## src/rtl/lhf_pkg.sv

```systemverilog
`timescale 1ns / 1ps
// ----------------------------------------------------------------------------
// lhf_pkg
// Shared types and constants for the link health failover block.
// ----------------------------------------------------------------------------
package lhf_pkg;

   // configuration register indexes
   localparam int CSR_INDEX_WIDTH = 1;
   localparam logic [CSR_INDEX_WIDTH-1:0] CSR_DOWN_FAIL_COUNT = 1'd0;
   localparam logic [CSR_INDEX_WIDTH-1:0] CSR_UP_FAIL_COUNT   = 1'd1;

   localparam int THRESH_WIDTH = 4;
   localparam logic [THRESH_WIDTH-1:0] DOWN_FAIL_RESET = 4'd3;
   localparam logic [THRESH_WIDTH-1:0] UP_FAIL_RESET   = 4'd2;

   typedef struct packed {
      logic [2:0] port_index;
      logic       success;
   } req_payload_type;

   typedef struct packed {
      logic [2:0] active_port;
      logic       switched;
      logic [7:0] port_up_mask;
      logic [3:0] window_successes;
      logic       status_changed;
   } rsp_payload_type;

   // per-port view of the update in flight
   typedef struct packed {
      logic [3:0] successes;
      logic       up_next;
      logic       changed;
   } port_status_type;

endpackage

```

## src/rtl/lhf_port_window.sv

```systemverilog
`timescale 1ns / 1ps
// ----------------------------------------------------------------------------
// lhf_port_window
// Outcome window, ring pointer, success count and up/down status of one port.
// ----------------------------------------------------------------------------
module lhf_port_window import lhf_pkg::*; #(
   parameter int WINDOW = 10
) (
   input  logic                    clock,
   input  logic                    reset,
   input  logic                    update_en,
   input  logic                    success,
   input  logic [THRESH_WIDTH-1:0] down_fail_count,
   input  logic [THRESH_WIDTH-1:0] up_fail_count,
   output port_status_type         status
);

   localparam int PW    = (WINDOW > 1) ? $clog2(WINDOW) : 1;
   localparam int CW    = $clog2(WINDOW + 1);
   localparam int CMP_W = (CW > THRESH_WIDTH) ? CW : THRESH_WIDTH;

   logic [WINDOW-1:0] window_ff, window_in;
   logic [PW-1:0]     pointer_ff, pointer_in;
   logic [CW-1:0]     count_ff, count_in;
   logic              up_ff, up_in;
   logic [CW-1:0]     fails;
   logic              go_down, go_up;

   always_comb begin
      window_in             = window_ff;
      window_in[pointer_ff] = success;
      count_in   = count_ff - CW'(window_ff[pointer_ff]) + CW'(success);
      pointer_in = (pointer_ff == PW'(WINDOW - 1)) ? '0 : pointer_ff + PW'(1);
      fails      = CW'(WINDOW) - count_in;
      go_down    = up_ff && (CMP_W'(fails) >= CMP_W'(down_fail_count));
      go_up      = !up_ff && (CMP_W'(fails) <= CMP_W'(up_fail_count));
      up_in      = go_down ? 1'b0 : (go_up ? 1'b1 : up_ff);

      status.successes = 4'(count_in);
      status.up_next   = update_en ? up_in : up_ff;
      status.changed   = update_en && (go_down || go_up);
   end

   always_ff @(posedge clock) begin
      if (reset) begin
         window_ff  <= '1;
         pointer_ff <= '0;
         count_ff   <= CW'(WINDOW);
         up_ff      <= 1'b1;
      end else if (update_en) begin
         window_ff  <= window_in;
         pointer_ff <= pointer_in;
         count_ff   <= count_in;
         up_ff      <= up_in;
      end
   end

endmodule

```

## src/rtl/lhf_active_select.sv

```systemverilog
`timescale 1ns / 1ps
// ----------------------------------------------------------------------------
// lhf_active_select
// Priority pick of the lowest-numbered up port, last port when none is up.
// ----------------------------------------------------------------------------
module lhf_active_select import lhf_pkg::*; #(
   parameter int NUM_PORTS = 3
) (
   input  logic [NUM_PORTS-1:0] up_mask,
   output logic [2:0]           active_port
);

   always_comb begin
      active_port = 3'(NUM_PORTS - 1);
      for (int i = NUM_PORTS - 1; i >= 0; i--) begin
         if (up_mask[i]) begin
            active_port = 3'(i);
         end
      end
   end

endmodule

```

## src/rtl/link_health_failover_core.sv

```systemverilog
`timescale 1ns / 1ps
// ----------------------------------------------------------------------------
// link_health_failover_core
// Sliding-window probe monitor per link port with priority failover.
// ----------------------------------------------------------------------------
// usage
//   req channel: one beat per probe outcome (port_index, success), valid/stall
//   rsp channel: one beat per probe with active port, switch flag, up mask,
//     window success count of the probed port and its status change flag
//   csr port: write-only thresholds, index 0 down_fail_count, 1 up_fail_count;
//     write only while no probe is in flight
// timing
//   a probe sits in the input register, then its update and result are
//   computed in one pass and land in the result register once that register
//   is empty or being drained; one beat per cycle sustained while
//   rsp_stall stays low
//   per-port state updates as the beat moves into the result register, so the
//   next probe for the same port sees it with no bubble
// reset
//   all windows full of successes, every port up, active port 0, thresholds
//   back to 3 and 2, both pipeline registers empty
// stall
//   a stalled rsp beat holds; the input register still takes one more beat,
//   then req_stall rises until the result register frees up
// probes for port_index at or above NUM_PORTS change no state
// ----------------------------------------------------------------------------
module link_health_failover_core import lhf_pkg::*; #(
   parameter int NUM_PORTS = 3,
   parameter int WINDOW    = 10
) (
   input  logic                       clock,
   input  logic                       reset,
   input  logic                       req_valid,
   output logic                       req_stall,
   input  req_payload_type            req_payload,
   output logic                       rsp_valid,
   input  logic                       rsp_stall,
   output rsp_payload_type            rsp_payload,
   input  logic                       csr_write_enable,
   input  logic [CSR_INDEX_WIDTH-1:0] csr_index,
   input  logic [THRESH_WIDTH-1:0]    csr_write_data
);

   // threshold registers
   logic [THRESH_WIDTH-1:0] down_fail_ff;
   logic [THRESH_WIDTH-1:0] up_fail_ff;

   always_ff @(posedge clock) begin
      if (reset) begin
         down_fail_ff <= DOWN_FAIL_RESET;
         up_fail_ff   <= UP_FAIL_RESET;
      end else if (csr_write_enable) begin
         case (csr_index)
            CSR_DOWN_FAIL_COUNT: down_fail_ff <= csr_write_data;
            CSR_UP_FAIL_COUNT:   up_fail_ff   <= csr_write_data;
            default: ;
         endcase
      end
   end

   // input register
   logic            in_valid_ff;
   req_payload_type in_beat_ff;
   logic            req_accept;
   logic            advance;

   // beat moves on when the result register is empty or being drained
   assign advance    = in_valid_ff && (!rsp_valid || !rsp_stall);
   assign req_stall  = in_valid_ff && !advance;
   assign req_accept = req_valid && !req_stall;

   always_ff @(posedge clock) begin
      if (reset) begin
         in_valid_ff <= 1'b0;
      end else if (req_accept) begin
         in_valid_ff <= 1'b1;
      end else if (advance) begin
         in_valid_ff <= 1'b0;
      end
   end

   always_ff @(posedge clock) begin
      if (req_accept) begin
         in_beat_ff <= req_payload;
      end
   end

   // per-port monitors
   logic                in_range;
   logic [NUM_PORTS-1:0] hit;
   logic [NUM_PORTS-1:0] up_next;
   port_status_type     port_status [NUM_PORTS];

   assign in_range = {1'b0, in_beat_ff.port_index} < 4'(NUM_PORTS);

   for (genvar p = 0; p < NUM_PORTS; p++) begin : g_port
      assign hit[p] = advance && (in_beat_ff.port_index == 3'(p));

      lhf_port_window #(
         .WINDOW(WINDOW)
      ) u_window (
         .clock          (clock),
         .reset          (reset),
         .update_en      (hit[p]),
         .success        (in_beat_ff.success),
         .down_fail_count(down_fail_ff),
         .up_fail_count  (up_fail_ff),
         .status         (port_status[p])
      );

      assign up_next[p] = port_status[p].up_next;
   end

   // failover pick over the post-update up mask
   logic [2:0] active_port;

   lhf_active_select #(
      .NUM_PORTS(NUM_PORTS)
   ) u_select (
      .up_mask    (up_next),
      .active_port(active_port)
   );

   // result assembly; out-of-range probes report zeros for the port fields
   logic [2:0]      current_port_ff;
   rsp_payload_type rsp_in;

   always_comb begin
      rsp_in.active_port      = active_port;
      rsp_in.switched         = active_port != current_port_ff;
      rsp_in.port_up_mask     = 8'(up_next);
      rsp_in.window_successes = '0;
      rsp_in.status_changed   = 1'b0;
      for (int i = 0; i < NUM_PORTS; i++) begin
         if (in_range && (in_beat_ff.port_index == 3'(i))) begin
            rsp_in.window_successes = port_status[i].successes;
            rsp_in.status_changed   = port_status[i].changed;
         end
      end
   end

   // result register and active port
   logic            rsp_valid_ff;
   rsp_payload_type rsp_beat_ff;

   always_ff @(posedge clock) begin
      if (reset) begin
         rsp_valid_ff    <= 1'b0;
         current_port_ff <= '0;
      end else if (advance) begin
         rsp_valid_ff    <= 1'b1;
         current_port_ff <= active_port;
      end else if (!rsp_stall) begin
         rsp_valid_ff    <= 1'b0;
      end
   end

   always_ff @(posedge clock) begin
      if (advance) begin
         rsp_beat_ff <= rsp_in;
      end
   end

   assign rsp_valid   = rsp_valid_ff;
   assign rsp_payload = rsp_beat_ff;

endmodule

```

## config.mk

```make
export PLATFORM = sky130hd
export DESIGN_NAME = link_health_failover_core
export DESIGN_NICKNAME = d
export VERILOG_FILES = /design/src/rtl/lhf_pkg.sv /design/src/rtl/lhf_port_window.sv /design/src/rtl/lhf_active_select.sv /design/src/rtl/link_health_failover_core.sv
export SDC_FILE = /design/constraint.sdc
export NUM_CORES = 1
export LEC_CHECK = 0
export BUFFER_PORTS_ARGS = -buffer_cell sky130_fd_sc_hd__clkbuf_2
export CORE_MARGIN = 5
export CORE_UTILIZATION = 25
export DETAILED_ROUTE_END_ITERATION = 7
export HOLD_SLACK_MARGIN = 0.12
export SLEW_MARGIN = 20
export SYNTH_ARGS = -nofsm -noshare
export SYNTH_HDL_FRONTEND = slang
export SYNTH_SLANG_ARGS = --single-unit
export TNS_END_PERCENT = 1
```

## constraint.sdc

```tcl
create_clock -name clock -period 5.45 [get_ports clock]
set_clock_uncertainty 0.2 [all_clocks]
set_input_delay 0 -clock clock [delete_from_list [all_inputs] [get_ports clock]]
set_output_delay 0 -clock clock [all_outputs]
set_load 0.05 [all_outputs]
```

== Yosys cells after proc, flatten, opt, wreduce, memory -nomap -nowiden ==
Index checks and enable logic that the tools add are counted.
Word-level totals
  bits in registers: 86
  bits of input ports: 14
  output and inout port bits: 19
  logic and storage cells: 129
Cells by class
  add/sub/neg operators: 12
  $lt $le $gt $ge: 13
  equality and inequality tests: 7
  muxes and demuxes: 36
  bitwise logic cells: 1
  reduce and logical (&&, ||, !) cells: 36
Operators by type and width (count)
  bitwise mux 10 bit: 3
  logical AND 1 bit: 21
  two-way mux 1 bit: 19
  less-than comparator 4 x 5 -> 1 bit (second input constant): 3
  two-way mux 5 bit: 3
  adder 4 x 1 -> 4 bit: 3
  adder 4 x 1 -> 4 bit (second input constant): 3
  binary-select mux 1 bit (select 4 bit): 3
  demux 1 bit (select 4 bit): 3
  == test 4 bit (second input constant): 3
  greater-or-equal comparator 4 x 1 -> 1 bit (second input constant): 3
  greater-or-equal comparator 4 bit: 3
  <= comparator 4 bit: 3
  two-way mux 4 bit: 3
  subtractor 4 x 1 -> 4 bit: 3
  subtractor 4 bit (first input constant): 3
  logical NOT 1 bit: 7
  logical OR 1 bit: 4
  two-way mux 2 bit: 2
  AND reduction 2 bit: 2
  == test 3 x 1 -> 1 bit (second input constant): 1
  == test 3 x 2 -> 1 bit (second input constant): 1
  logical NOT 3 bit: 1
  less-than comparator 3 x 2 -> 1 bit (second input constant): 1
  4 further kinds: 4

== Depth between registers and ports, before layout ==
Gate-level depths: netlist (run 1).
  depth in word-level cells: 13
  depth in mapped cells: 21
  gate-level depth less buffers: 20

== Cells and area by module ==
From an unflattened synthesis (run 1), not the netlist that was laid out.
Second synthesis, totals
  cells, all modules: 533
  area total of the unflattened synthesis: 4987.3 sq um
Modules (own cells, without submodules)
  lhf_port_window: instances 3, cells each 141, area each 1248.7 sq um, sequential area each 380.4 sq um
  link_health_failover_core: instances 1, cells each 106, area each 1212.4 sq um, sequential area each 740.7 sq um
  lhf_active_select: instances 1, cells each 4, area each 28.8 sq um, sequential area each 0.0 sq um

== Worst setup path before layout (run 1) ==
OpenSTA, ideal clock, no wires.
  path kind: register -> register
  from: register g_port[1].u_window.pointer_ff[0]
  to: register rsp_beat_ff (netlist bit rsp_payload[13]), data pin
  library setup time: 0.274 ns
  arrival: 4.041 ns
  required time: 4.976 ns
  setup slack: 0.935 ns
  stages on the path, launching flop included: 19
  buffers on the path: 1
  clock period less this slack: 4.515 ns
  cell sequence: dfxtp_1 > clkbuf_1 > mux4_2 > mux2i_1 > o21ai_0 > ha_1 > inv_1 > ha_1 > inv_1 > fa_1 > inv_1 > ha_1 > inv_1 > ha_1 > a211o_1 > a211oi_1 > a211oi_4 > nor4b_1 > a221oi_1
RTL lines
  from (decl): RTL line lhf_port_window.sv:23  | logic [PW-1:0] pointer_ff, pointer_in;
  from (signal assigned): RTL line lhf_port_window.sv:52  | pointer_ff <= pointer_in;
  to (signal assigned): RTL line link_health_failover_core.sv:160  | rsp_beat_ff <= rsp_in;
  to (decl): RTL line link_health_failover_core.sv:144  | rsp_payload_type rsp_beat_ff;

==> reports/metrics.sh, run 1 <==
RUN_STATUS='finished clean'
TIMING.CRITICAL_PATH.FROM_TYPE='flop'
SLOWEST_DELAY_NS=0.59
WORST_PATH_MAX_DELAY_CELL='dfxtp_1'
DIE_H_UM=149.0
NET_SWITCHING_POWER_OF_THE_DESIGN_uW=402.5
ANTENNA-DIODE-COUNT=0
TIMING.SETUP.TNS_NS=0
TOP_LEVEL_PORTS=33
WORST-SETUP-PATH-TYPE='flop to flop'
POST_SYNTHESIS_CELLS=528
CRITICAL_PATH.MOST_COMMON_CELL='ha_1'
TOTALPOWERFINAL_uW=1548
REMAINING_DRC_ERRORS=0
CLOCK_POWER_SHARE_PCT=42.0
INTERNAL_POWER_uW=1146
CLKLATENCYLATEPIN_NS=0.34
SLEW_HEADROOM_PCT=45.40
MAX-VDD-IR-DROP_mV=0.1145
WORST_SLEW_PIN_SLEW_NS=0.8189
WORST_HOLD_PATH_TYPE='input port to flop'
CRITICAL_PATH_PEAK_FANOUT=13
YOSYSWARNINGCOUNT=0
FP.DIEAREA_UM2=22190
TIMING.MAX_CAP.VIOLATIONS=0
FIN_NETS=622
GP_ROUTABILITY_CONGESTION=0.8043
DETAIL_ROUTE.FIRST_PASS.ITERATIONS=4
PERIOD_SHARE_PCT=90.65
POWER.SWITCHING_FRACTION_PCT=26.00
GRT_REMAINING_OVERFLOW=0
SYN_AREA_PER_CELL_UM2=9.145
DETAIL_ROUTE.WL_PER_CELL_UM=12.22
CRITICAL-PATH-TOP-DELAY-FAMILY='adder cells'
POWER.SEQUENTIAL.FRACTION_PCT=42.6
RSZ0062_AT_GRT='no'
PLACE.PORT_BUFFERS=26
TOTAL_LEAKAGE_POWER_uW=0.002311
SYNTH_AREA_LEADER_CELL='dfxtp_1'
TIMING.FINAL.CRIT_PERIOD_NS=4.940
COUNT_OF_CLOCK_TREE_SINKS=84
CLKSLEWWORSTSETUPHOLDPATHS_NS=0.07
FINAL_CORE_UTIL_PCT=30.33
PATH_BUF_INV=3
PLACE_HPWL_UM=7266
SYNTH.YOSYS.SEQ_AREA_SHARE_PCT=37.94
CLOCKROOTBUFFER='clkbuf_16'
FINALWORSTSETUPSLACK_NS=0.5098
SYNTH_ENABLE_FLOP_CELLS=15
NUMBER_OF_ANTENNA_VIOLATIONS_AT_THE_FIRST_CHECK_IN_GLOBAL_ROUTING=0
FINAL.FILL_COUNT=1972
FP-ROW-COUNT=50
VIAS_IN_THE_FIRST_GLOBAL_ROUTE=3634
VIAS_PER_CELL=4.462
YOSYS-TOP-CELLS-AREA='dfxtp_1 (29%), ha_1 (10%), edfxtp_1 (9.3%)'
HOLD_VIOL_FINAL=0
DRIVE_GT1_SHARE_PCT=12.08
AREA_GROWTH_PCT=18.29
FLOORPLAN.INITIALDENSITY_PCT=25.64
DRTANTENNAVIOLNETS=0
CRIT_PATH_END_KIND='flop'
GRT_PASS1_WL_UM=17430
SYN_AREA_UM2=4828
YS_FF_LATCH=84
WIRELENGTH_UM=10160
TRITONCTS='done'
DIE_W_UM=149.0
POWER_DENSITY_OF_THE_PLACED_CELLS_nW_PER_UM2=271.0
CORE_AREA_UM2=18830
SETUP_VIOL=0
PLACE_WORST_SETUP_SLACK_NS=0.5452
POSTCTSSETUPREPAIRBUFS=0
SHARE_COMB_OF_TOTAL_POWER_PCT=15.4
MAX_FREQ_GHz=0.2024
CP_DATA_ARRIVAL_TIME_NS=4.89
GRTUSAGETOTAL_PCT=9.549
TRITONCTS.NUM_BUFFERS=9
MAXSLEWVIOLCOUNT=0
CTSLONGESTPATHBUFFERS=2
ASYNCSETRESETFLOPFRACSYNTH_PCT=0
REQUIRED_NS=5.40
SYNTHDOMINANTCELLAREASHARE_PCT=28.61
WORST_HOLD_MARGIN_NS=0.1687
NUM_VIAS=3708
SYNTHFLOPTYPE='dfxtp_1'
PATH_CELLS='mux4_2, mux2i_1, o21ai_0, ha_1, inv_1, ha_1, inv_1, fa_1, inv_1, ha_1, xnor2_1, ha_1, and3b_1, a2111oi_0, nor3_1, a211oi_4, nor2_2, a221oi_1'
GRT_START_MAX_NET_PINS=38
CTS.HTREE.LEVELS=3
INITIAL_DRC_COUNT=248
YOSYS.CELL_TYPES.COUNT=59
[state kept, by name, indices dropped and copies added (netlist names)]
register                    flops
current_port_ff                 2
down_fail_ff                    4
g_port.u_window.count_ff       12
g_port.u_window.pointer_ff     12
g_port.u_window.up_ff           3
g_port.u_window.window_ff      30
in_beat_ff                      4
in_valid_ff                     1
rsp_payload                    11
rsp_valid                       1
up_fail_ff                      4
[synthesized netlist by cell type, types with 2 or more instances]
library cell,n
o21ai_0,19
nand3b_1,2
and3_1,7
a211o_1,6
xnor2_1,13
or3_1,2
nor4_1,3
a31oi_1,2
inv_1,37
nor2_2,2
nor4_2,2
nand2_1,64
a21o_1,4
nand2b_1,12
a211oi_4,2
fa_1,3
o21a_1,5
a21oi_1,32
mux2i_1,19
mux4_2,6
edfxtp_1,15
a211oi_1,5
nor2_1,40
nand4_1,5
o311ai_0,3
o211ai_1,12
nor3_1,7
dfxtp_1,69
clkbuf_1,15
o21ai_1,2
nor3_2,3
xor2_1,10
nor2b_1,11
buf_4,7
buf_2,4
nand3_1,17
ha_1,39
[worst reg2reg max path, stage by stage, from the launching register on]
cell and delay, ns:
dfxtp_1 0.59, mux4_2 0.57, mux2i_1 0.13, o21ai_0 0.09, ha_1 0.28, inv_1 0.05
ha_1 0.15, inv_1 0.06, fa_1 0.49, inv_1 0.07, ha_1 0.19, xnor2_1 0.22
ha_1 0.29, and3b_1 0.16, a2111oi_0 0.38, nor3_1 0.16, a211oi_4 0.34, nor2_2 0.07
a221oi_1 0.25
[final timing paths]
| path | startpoint | end | slack [ns] | depth (start not counted) |
|---|---|---|---|---|
| worst max register to register | g_port[0].u_window.pointer_ff[0]$_SDFFE_PP0P_ | rsp_payload[13]$_DFFE_PP_ | 0.51 | 18 |
| worst max-delay path | g_port[0].u_window.pointer_ff[0]$_SDFFE_PP0P_ | rsp_payload[13]$_DFFE_PP_ | 0.51 | 18 |
| worst min register to register | g_port[2].u_window.count_ff[0]$_SDFFE_PP0P_ | g_port[2].u_window.count_ff[0]$_SDFFE_PP0P_ | 0.26 | 2 |
| worst min-delay path | req_payload[0] | in_beat_ff[0]$_DFFE_PP_ | 0.17 | 2 |
[through the flow]
step,instance area [µm²],std cells
5_1_grt,5712,831
2_1_floorplan,4847,533
3_5_place_dp,5185,794
4_1_cts,5712,831
6_report,5712,831
3_3_place_gp,5185,794
[layer usage]
layer	vias to the layer above	part of all wire, %	track usage [%]
li1	1910	-	-
met2	59	47	15.98
met1	1720	47	11.81
met4	0	2.5	3.707
met5	-	0	0
met3	19	3.7	2.400
[cells in the final DEF (no fill, tap or decap), drive strengths merged, types with 3 or more instances in the layout]
cell / synthesis / final
a211o: 6 / 6
a211oi: 8 / 8
a21o: 4 / 4
a21oi: 32 / 32
and3: 7 / 7
clkbuf: 15 / 36
conb: 1 / 6
dfxtp: 69 / 69
dlygate4sd3: 0 / 21
edfxtp: 15 / 15
fa: 3 / 3
ha: 39 / 39
inv: 38 / 40
mux2i: 19 / 19
mux4: 6 / 6
nand2: 65 / 65
nand2b: 12 / 12
nand3: 18 / 18
nand3b: 3 / 3
nand4: 5 / 5
nor2: 42 / 42
nor2b: 12 / 12
nor3: 10 / 10
nor4: 5 / 5
o211ai: 12 / 12
o21a: 5 / 5
o21ai: 21 / 21
o311ai: 4 / 4
xnor2: 13 / 13
xor2: 10 / 10
[final cells by class]
type                       count  area [µm²]  area share (%)
timing repair buffer          49       355.3           6.221
tap                          260       325.3           5.696
multi-input combinational    383        2731           47.82
inverter                      39       151.4           2.651
clock buffer                  10       229.0           4.009
sequential                    84        1832           32.07
clock inverter                 6       87.58           1.533
[power by group through the flow]
| stage | combinational [µW] | sequential (µW) | clock [µW] |
|---|---|---|---|
| floorplan | 173 | 680 | 0 |
| global placement | 224 | 675 | 0 |
| detailed placement | 226 | 674 | 0 |
| CTS | 239 | 661 | 668 |
| global route | 270 | 662 | 691 |
| finish | 238 | 660 | 650 |
[kinds of logic after synthesis]
| group | share of synthesized area, % |
|---|---|
| fa+ha+maj | 11.35 |
| xor+xnor | 4.172 |
| simple gates | 19.56 |
| other cells | 0.07767 |
| mux | 6.737 |
| buf+inv | 5.882 |
| compound gates | 14.28 |
| flops | 37.94 |
[what timing repair did]
action | CTS | global route
gates resized for setup | 0 | 0
setup endpoints to repair | 0 | 0
endpoints found under the hold margin | 24 | 0
hold buffers | 21 | 0
(Power assumes the default switching activity.)
==> run 2: changes to the inputs <==
--- a/config.mk
+++ b/config.mk
@@ -6,10 +6,13 @@
 export NUM_CORES = 1
 export LEC_CHECK = 0
 export BUFFER_PORTS_ARGS = -buffer_cell sky130_fd_sc_hd__clkbuf_2
+export CELL_PAD_IN_SITES_DETAIL_PLACEMENT = 1
+export CELL_PAD_IN_SITES_GLOBAL_PLACEMENT = 2
 export CORE_MARGIN = 5
 export CORE_UTILIZATION = 25
 export DETAILED_ROUTE_END_ITERATION = 7
 export HOLD_SLACK_MARGIN = 0.12
+export PLACE_DENSITY_LB_ADDON = 0.1
 export SLEW_MARGIN = 20
 export SYNTH_ARGS = -nofsm -noshare
 export SYNTH_HDL_FRONTEND = slang
==> run 2 against run 1 <==
Global-route usage grew 2.5 points. Critical path depth is the same. Sequential power is essentially flat. Sequential share of layout area shrank 0.31 points. Clock-buffer cell count grew 2. Fmax grew 0.20%. Worst setup slack gained 0.0097 ns. Utilization grew 0.32 points. Critical path type unchanged. Critical endpoint unchanged.
==> reports/metrics.sh, run 2 (synthesis gave the netlist of run 1 again) <==
TIMING.SETUP.TNS_NS=0  # unchanged
POWER.SWITCHING_FRACTION_PCT=28.13  # was 26.00%
DETAIL_ROUTE.WL_PER_CELL_UM=15.10  # was 12.22 µm
DETAIL_ROUTE.FIRST_PASS.ITERATIONS=4  # unchanged
TOP_REGS='g_port.u_window.window_ff: 30 flops, g_port.u_window.count_ff: 12 flops, g_port.u_window.pointer_ff: 12 flops'  # unchanged
REMAINING_DRC_ERRORS=0  # unchanged
CRIT_PATH_END_KIND='flop'  # unchanged
TOTAL_LEAKAGE_POWER_uW=0.002357  # was 0.002311 µW
INITIAL_DRC_COUNT=125  # was 248
TIMING.MAX_CAP.VIOLATIONS=0  # unchanged
CP_DATA_ARRIVAL_TIME_NS=4.88  # was 4.89 ns
GR-MAX-USAGE-LAYER='met2'  # unchanged
FINAL.FILL_COUNT=2164  # was 1972
GRT_REMAINING_OVERFLOW=0  # unchanged
PLACE.PORT_BUFFERS=26  # unchanged
PERIOD_SHARE_PCT=90.47  # was 90.65%
DRTANTENNAVIOLNETS=0  # unchanged
TOP_LEVEL_PORTS=33  # unchanged
RUN_STATUS='finished clean'  # unchanged
PLACE_HPWL_UM=9344  # was 7266 µm
HOLD_VIOL_FINAL=0  # unchanged
CLKSLEWWORSTSETUPHOLDPATHS_NS=0.07  # about the same
DIE_W_UM=149.0  # unchanged
NET_SWITCHING_POWER_OF_THE_DESIGN_uW=423.0  # was 402.5 µW
SEQUENTIAL_CELL_AREA_UM2=1833  # was 1832 µm²
WORST-SETUP-PATH-TYPE='flop to flop'  # unchanged
MOST-COMMON-LAYOUT-CELLS='dfxtp_1 (68), nand2_1 (64), nor2_1 (40), ha_1 (39), inv_1 (36)'  # was dfxtp_1 (69), nand2_1 (64), nor2_1 (40), ha_1 (39), inv_1 (37)
CRITICAL_PATH_PEAK_FANOUT=13  # unchanged
MET2_CAPACITY_USAGE_DURING_GLOBAL_ROUTING_PCT=20.23  # was 15.98%
NUMBER_OF_ANTENNA_VIOLATIONS_AT_THE_FIRST_CHECK_IN_GLOBAL_ROUTING=0  # unchanged
GP_ROUTABILITY_CONGESTION=0.7114  # was 0.8043
TRITONCTS='done'  # unchanged
CRITICAL_PATH.REG2REG.ENDPOINT='rsp_payload[13]$_DFFE_PP_'  # unchanged
CLKLATENCYLATEPIN_NS=0.35  # was 0.34 ns
GRT_USE_MET3_PCT=2.036  # was 2.400%
TRITONCTS.NUM_BUFFERS=9  # unchanged
DRIVE_GT1_SHARE_PCT=13.06  # was 12.08%
AREA_GROWTH_PCT=19.54  # was 18.29%
MAX-VDD-IR-DROP_mV=0.1324  # was 0.1145 mV
TIMING.CRITICAL_PATH.FROM_TYPE='flop'  # unchanged
SHARE_COMB_OF_TOTAL_POWER_PCT=16.8  # was 15.4%
REQUIRED_NS=5.40  # about the same
WORST_HOLD_MARGIN_NS=0.1589  # was 0.1687 ns
RSZ0062_AT_GRT='no'  # unchanged
WIRELENGTH_UM=12720  # was 10160 µm
TOTALPOWERFINAL_uW=1504  # was 1548 µW
GRTUSAGETOTAL_PCT=12.06  # was 9.549%
TIMING.FINAL.CRIT_PERIOD_NS=4.930  # was 4.940 ns
FINALWORSTSETUPSLACK_NS=0.5195  # was 0.5098 ns
FP.DIEAREA_UM2=22190  # unchanged
POWER_DENSITY_OF_THE_PLACED_CELLS_nW_PER_UM2=260.5  # was 271.0 nW/µm²
INTERNAL_POWER_uW=1081  # was 1146 µW
FIN_NETS=633  # was 622
CORE_AREA_UM2=18830  # unchanged
DIE_H_UM=149.0  # unchanged
LARGEST_REGISTER_FFS=30  # unchanged
NUM_VIAS=3833  # was 3708
REGISTERS.TOP_BY_FF_COUNT='g_port.u_window.window_ff'  # unchanged
CTS.HTREE.LEVELS=3  # unchanged
POWER.SEQUENTIAL.FRACTION_PCT=43.8  # was 42.6%
WORST_HOLD_PATH_TYPE='input port to flop'  # unchanged
GRT_START_MAX_NET_PINS=33  # was 38
ANTENNA-DIODE-COUNT=0  # unchanged
RR_WORST_DEPTH=18  # unchanged
FP-ROW-COUNT=50  # unchanged
FINAL_COMMON_CELL='dfxtp_1'  # unchanged
PLACE_WORST_SETUP_SLACK_NS=0.3222  # was 0.5452 ns
CTSLONGESTPATHBUFFERS=2  # unchanged
WORST_SLEW_PIN_SLEW_NS=0.7682  # was 0.8189 ns
WORST_SETUP_PATH_STARTPOINT='g_port[0].u_window.pointer_ff[1]$_SDFFE_PP0P_'  # was g_port[0].u_window.pointer_ff[0]$_SDFFE_PP0P_
COUNT_OF_CLOCK_TREE_SINKS=84  # unchanged
VIAS_PER_CELL=4.552  # was 4.462
MAX_FREQ_GHz=0.2028  # was 0.2024 GHz
MULTI_INPUT_AREA_UM2=2731  # unchanged
CLOCKROOTBUFFER='clkbuf_16'  # unchanged
MET1_LAYER_USAGE_REPORTED_BY_GLOBAL_ROUTE_PCT=15.43  # was 11.81%
SLEW_HEADROOM_PCT=48.47  # was 45.40%
REG_TO_REG_CRITICAL_PATH_STARTPOINT='g_port[0].u_window.pointer_ff[1]$_SDFFE_PP0P_'  # was g_port[0].u_window.pointer_ff[0]$_SDFFE_PP0P_
VIAS_IN_THE_FIRST_GLOBAL_ROUTE=4063  # was 3634
CAPTURE_POINT_OF_THE_CRITICAL_PATH='rsp_payload[13]$_DFFE_PP_'  # unchanged
MAXSLEWVIOLCOUNT=0  # unchanged
SETUP_VIOL=0  # unchanged
R2R_SETUP_SLK_NS=0.52  # was 0.51 ns
CLOCK_POWER_SHARE_PCT=39.4  # was 42.0%
GRT_PASS1_WL_UM=21070  # was 17430 µm
FLOORPLAN.INITIALDENSITY_PCT=25.64  # unchanged
run 2: cell types whose count changed in the layout (fill, tap and decap cells not counted), sizes merged, moves of 2 or more:
cell / before / now
bufinv: 2 / 0
clkinv: 2 / 5
inv: 40 / 38
dlygate4sd3: 21 / 26
clkbuf: 36 / 38
buf: 2 / 8
run 2: worst min-delay path by stage:
| stage | startpoint | slack, ns | depth (start not counted) | endpoint |
|---|---|---|---|---|
| global route | req_payload[2] | 0.16 | 2 | in_beat_ff[2]$_DFFE_PP_ |
| detailed placement | req_payload[2] | -0.02 | 1 | in_beat_ff[2]$_DFFE_PP_ |
| global placement | req_payload[3] | -0.02 | 1 | in_beat_ff[3]$_DFFE_PP_ |
| finish | req_payload[0] | 0.16 | 2 | in_beat_ff[0]$_DFFE_PP_ |
| CTS | req_payload[0] | 0.15 | 2 | in_beat_ff[0]$_DFFE_PP_ |
| floorplan | req_payload[0] | -0.10 | 0 | in_beat_ff[0]$_DFFE_PP_ |
run 2: power by group through the flow:
stage	Clock [µW]	Combinational [µW]	Sequential, µW
floorplan	0	173	680
global placement	0	237	673
detailed placement	0	244	673
CTS	622	259	659
global route	645	288	660
finish	593	253	658
run 2: layout make-up:
class                   count  area share, %
multi-input cells         383          47.32
flip-flops and latches     84          31.76
repair buffers             60          7.804
well taps                 260          5.636
clock buffers              12          4.444
inverters                  39          2.623
clock inverters             4         0.4119
run 2: worst max-delay path, cell delays in order (launching register included):
cell       delay [ns]
dfxtp_2          0.47
mux4_2           0.53
nand2_1          0.06
o21ai_0          0.09
ha_1             0.28
inv_1            0.06
ha_1             0.16
inv_1            0.06
fa_1             0.50
inv_1            0.07
ha_1             0.19
xnor2_1          0.23
ha_1             0.29
and3b_1          0.17
a2111oi_0        0.47
nor3_1           0.17
a211oi_4         0.35
nor2_2           0.06
a221oi_1         0.31
run 2: per-layer routing:
layer | part of all wire (%) | routed length [µm] | up-vias
met5 | 0 | 0 | -
met4 | 1.8 | 229 | 0
met3 | 1.9 | 242 | 17
met2 | 48 | 6119 | 31
met1 | 48 | 6127 | 1854
li1 | - | - | 1931
run 2: stage by stage:
| stage | cells | instance area, µm² | utilization (%) |
|---|---|---|---|
| floorplan | 533 | 4847 | - |
| global placement | 800 | 5230 | 27.77 |
| detailed placement | 800 | 5230 | 27.77 |
| CTS | 842 | 5771 | 30.64 |
| global route | 842 | 5772 | 30.65 |
| finish | 842 | 5772 | 30.65 |
run 2: what timing repair did:
action                                  4_1_cts  5_1_grt
endpoints found under the setup margin        0        1
endpoints found under the hold margin        42        0
gates resized for setup                       0        1
setup buffers                                 0        0
hold buffers                                 26        0
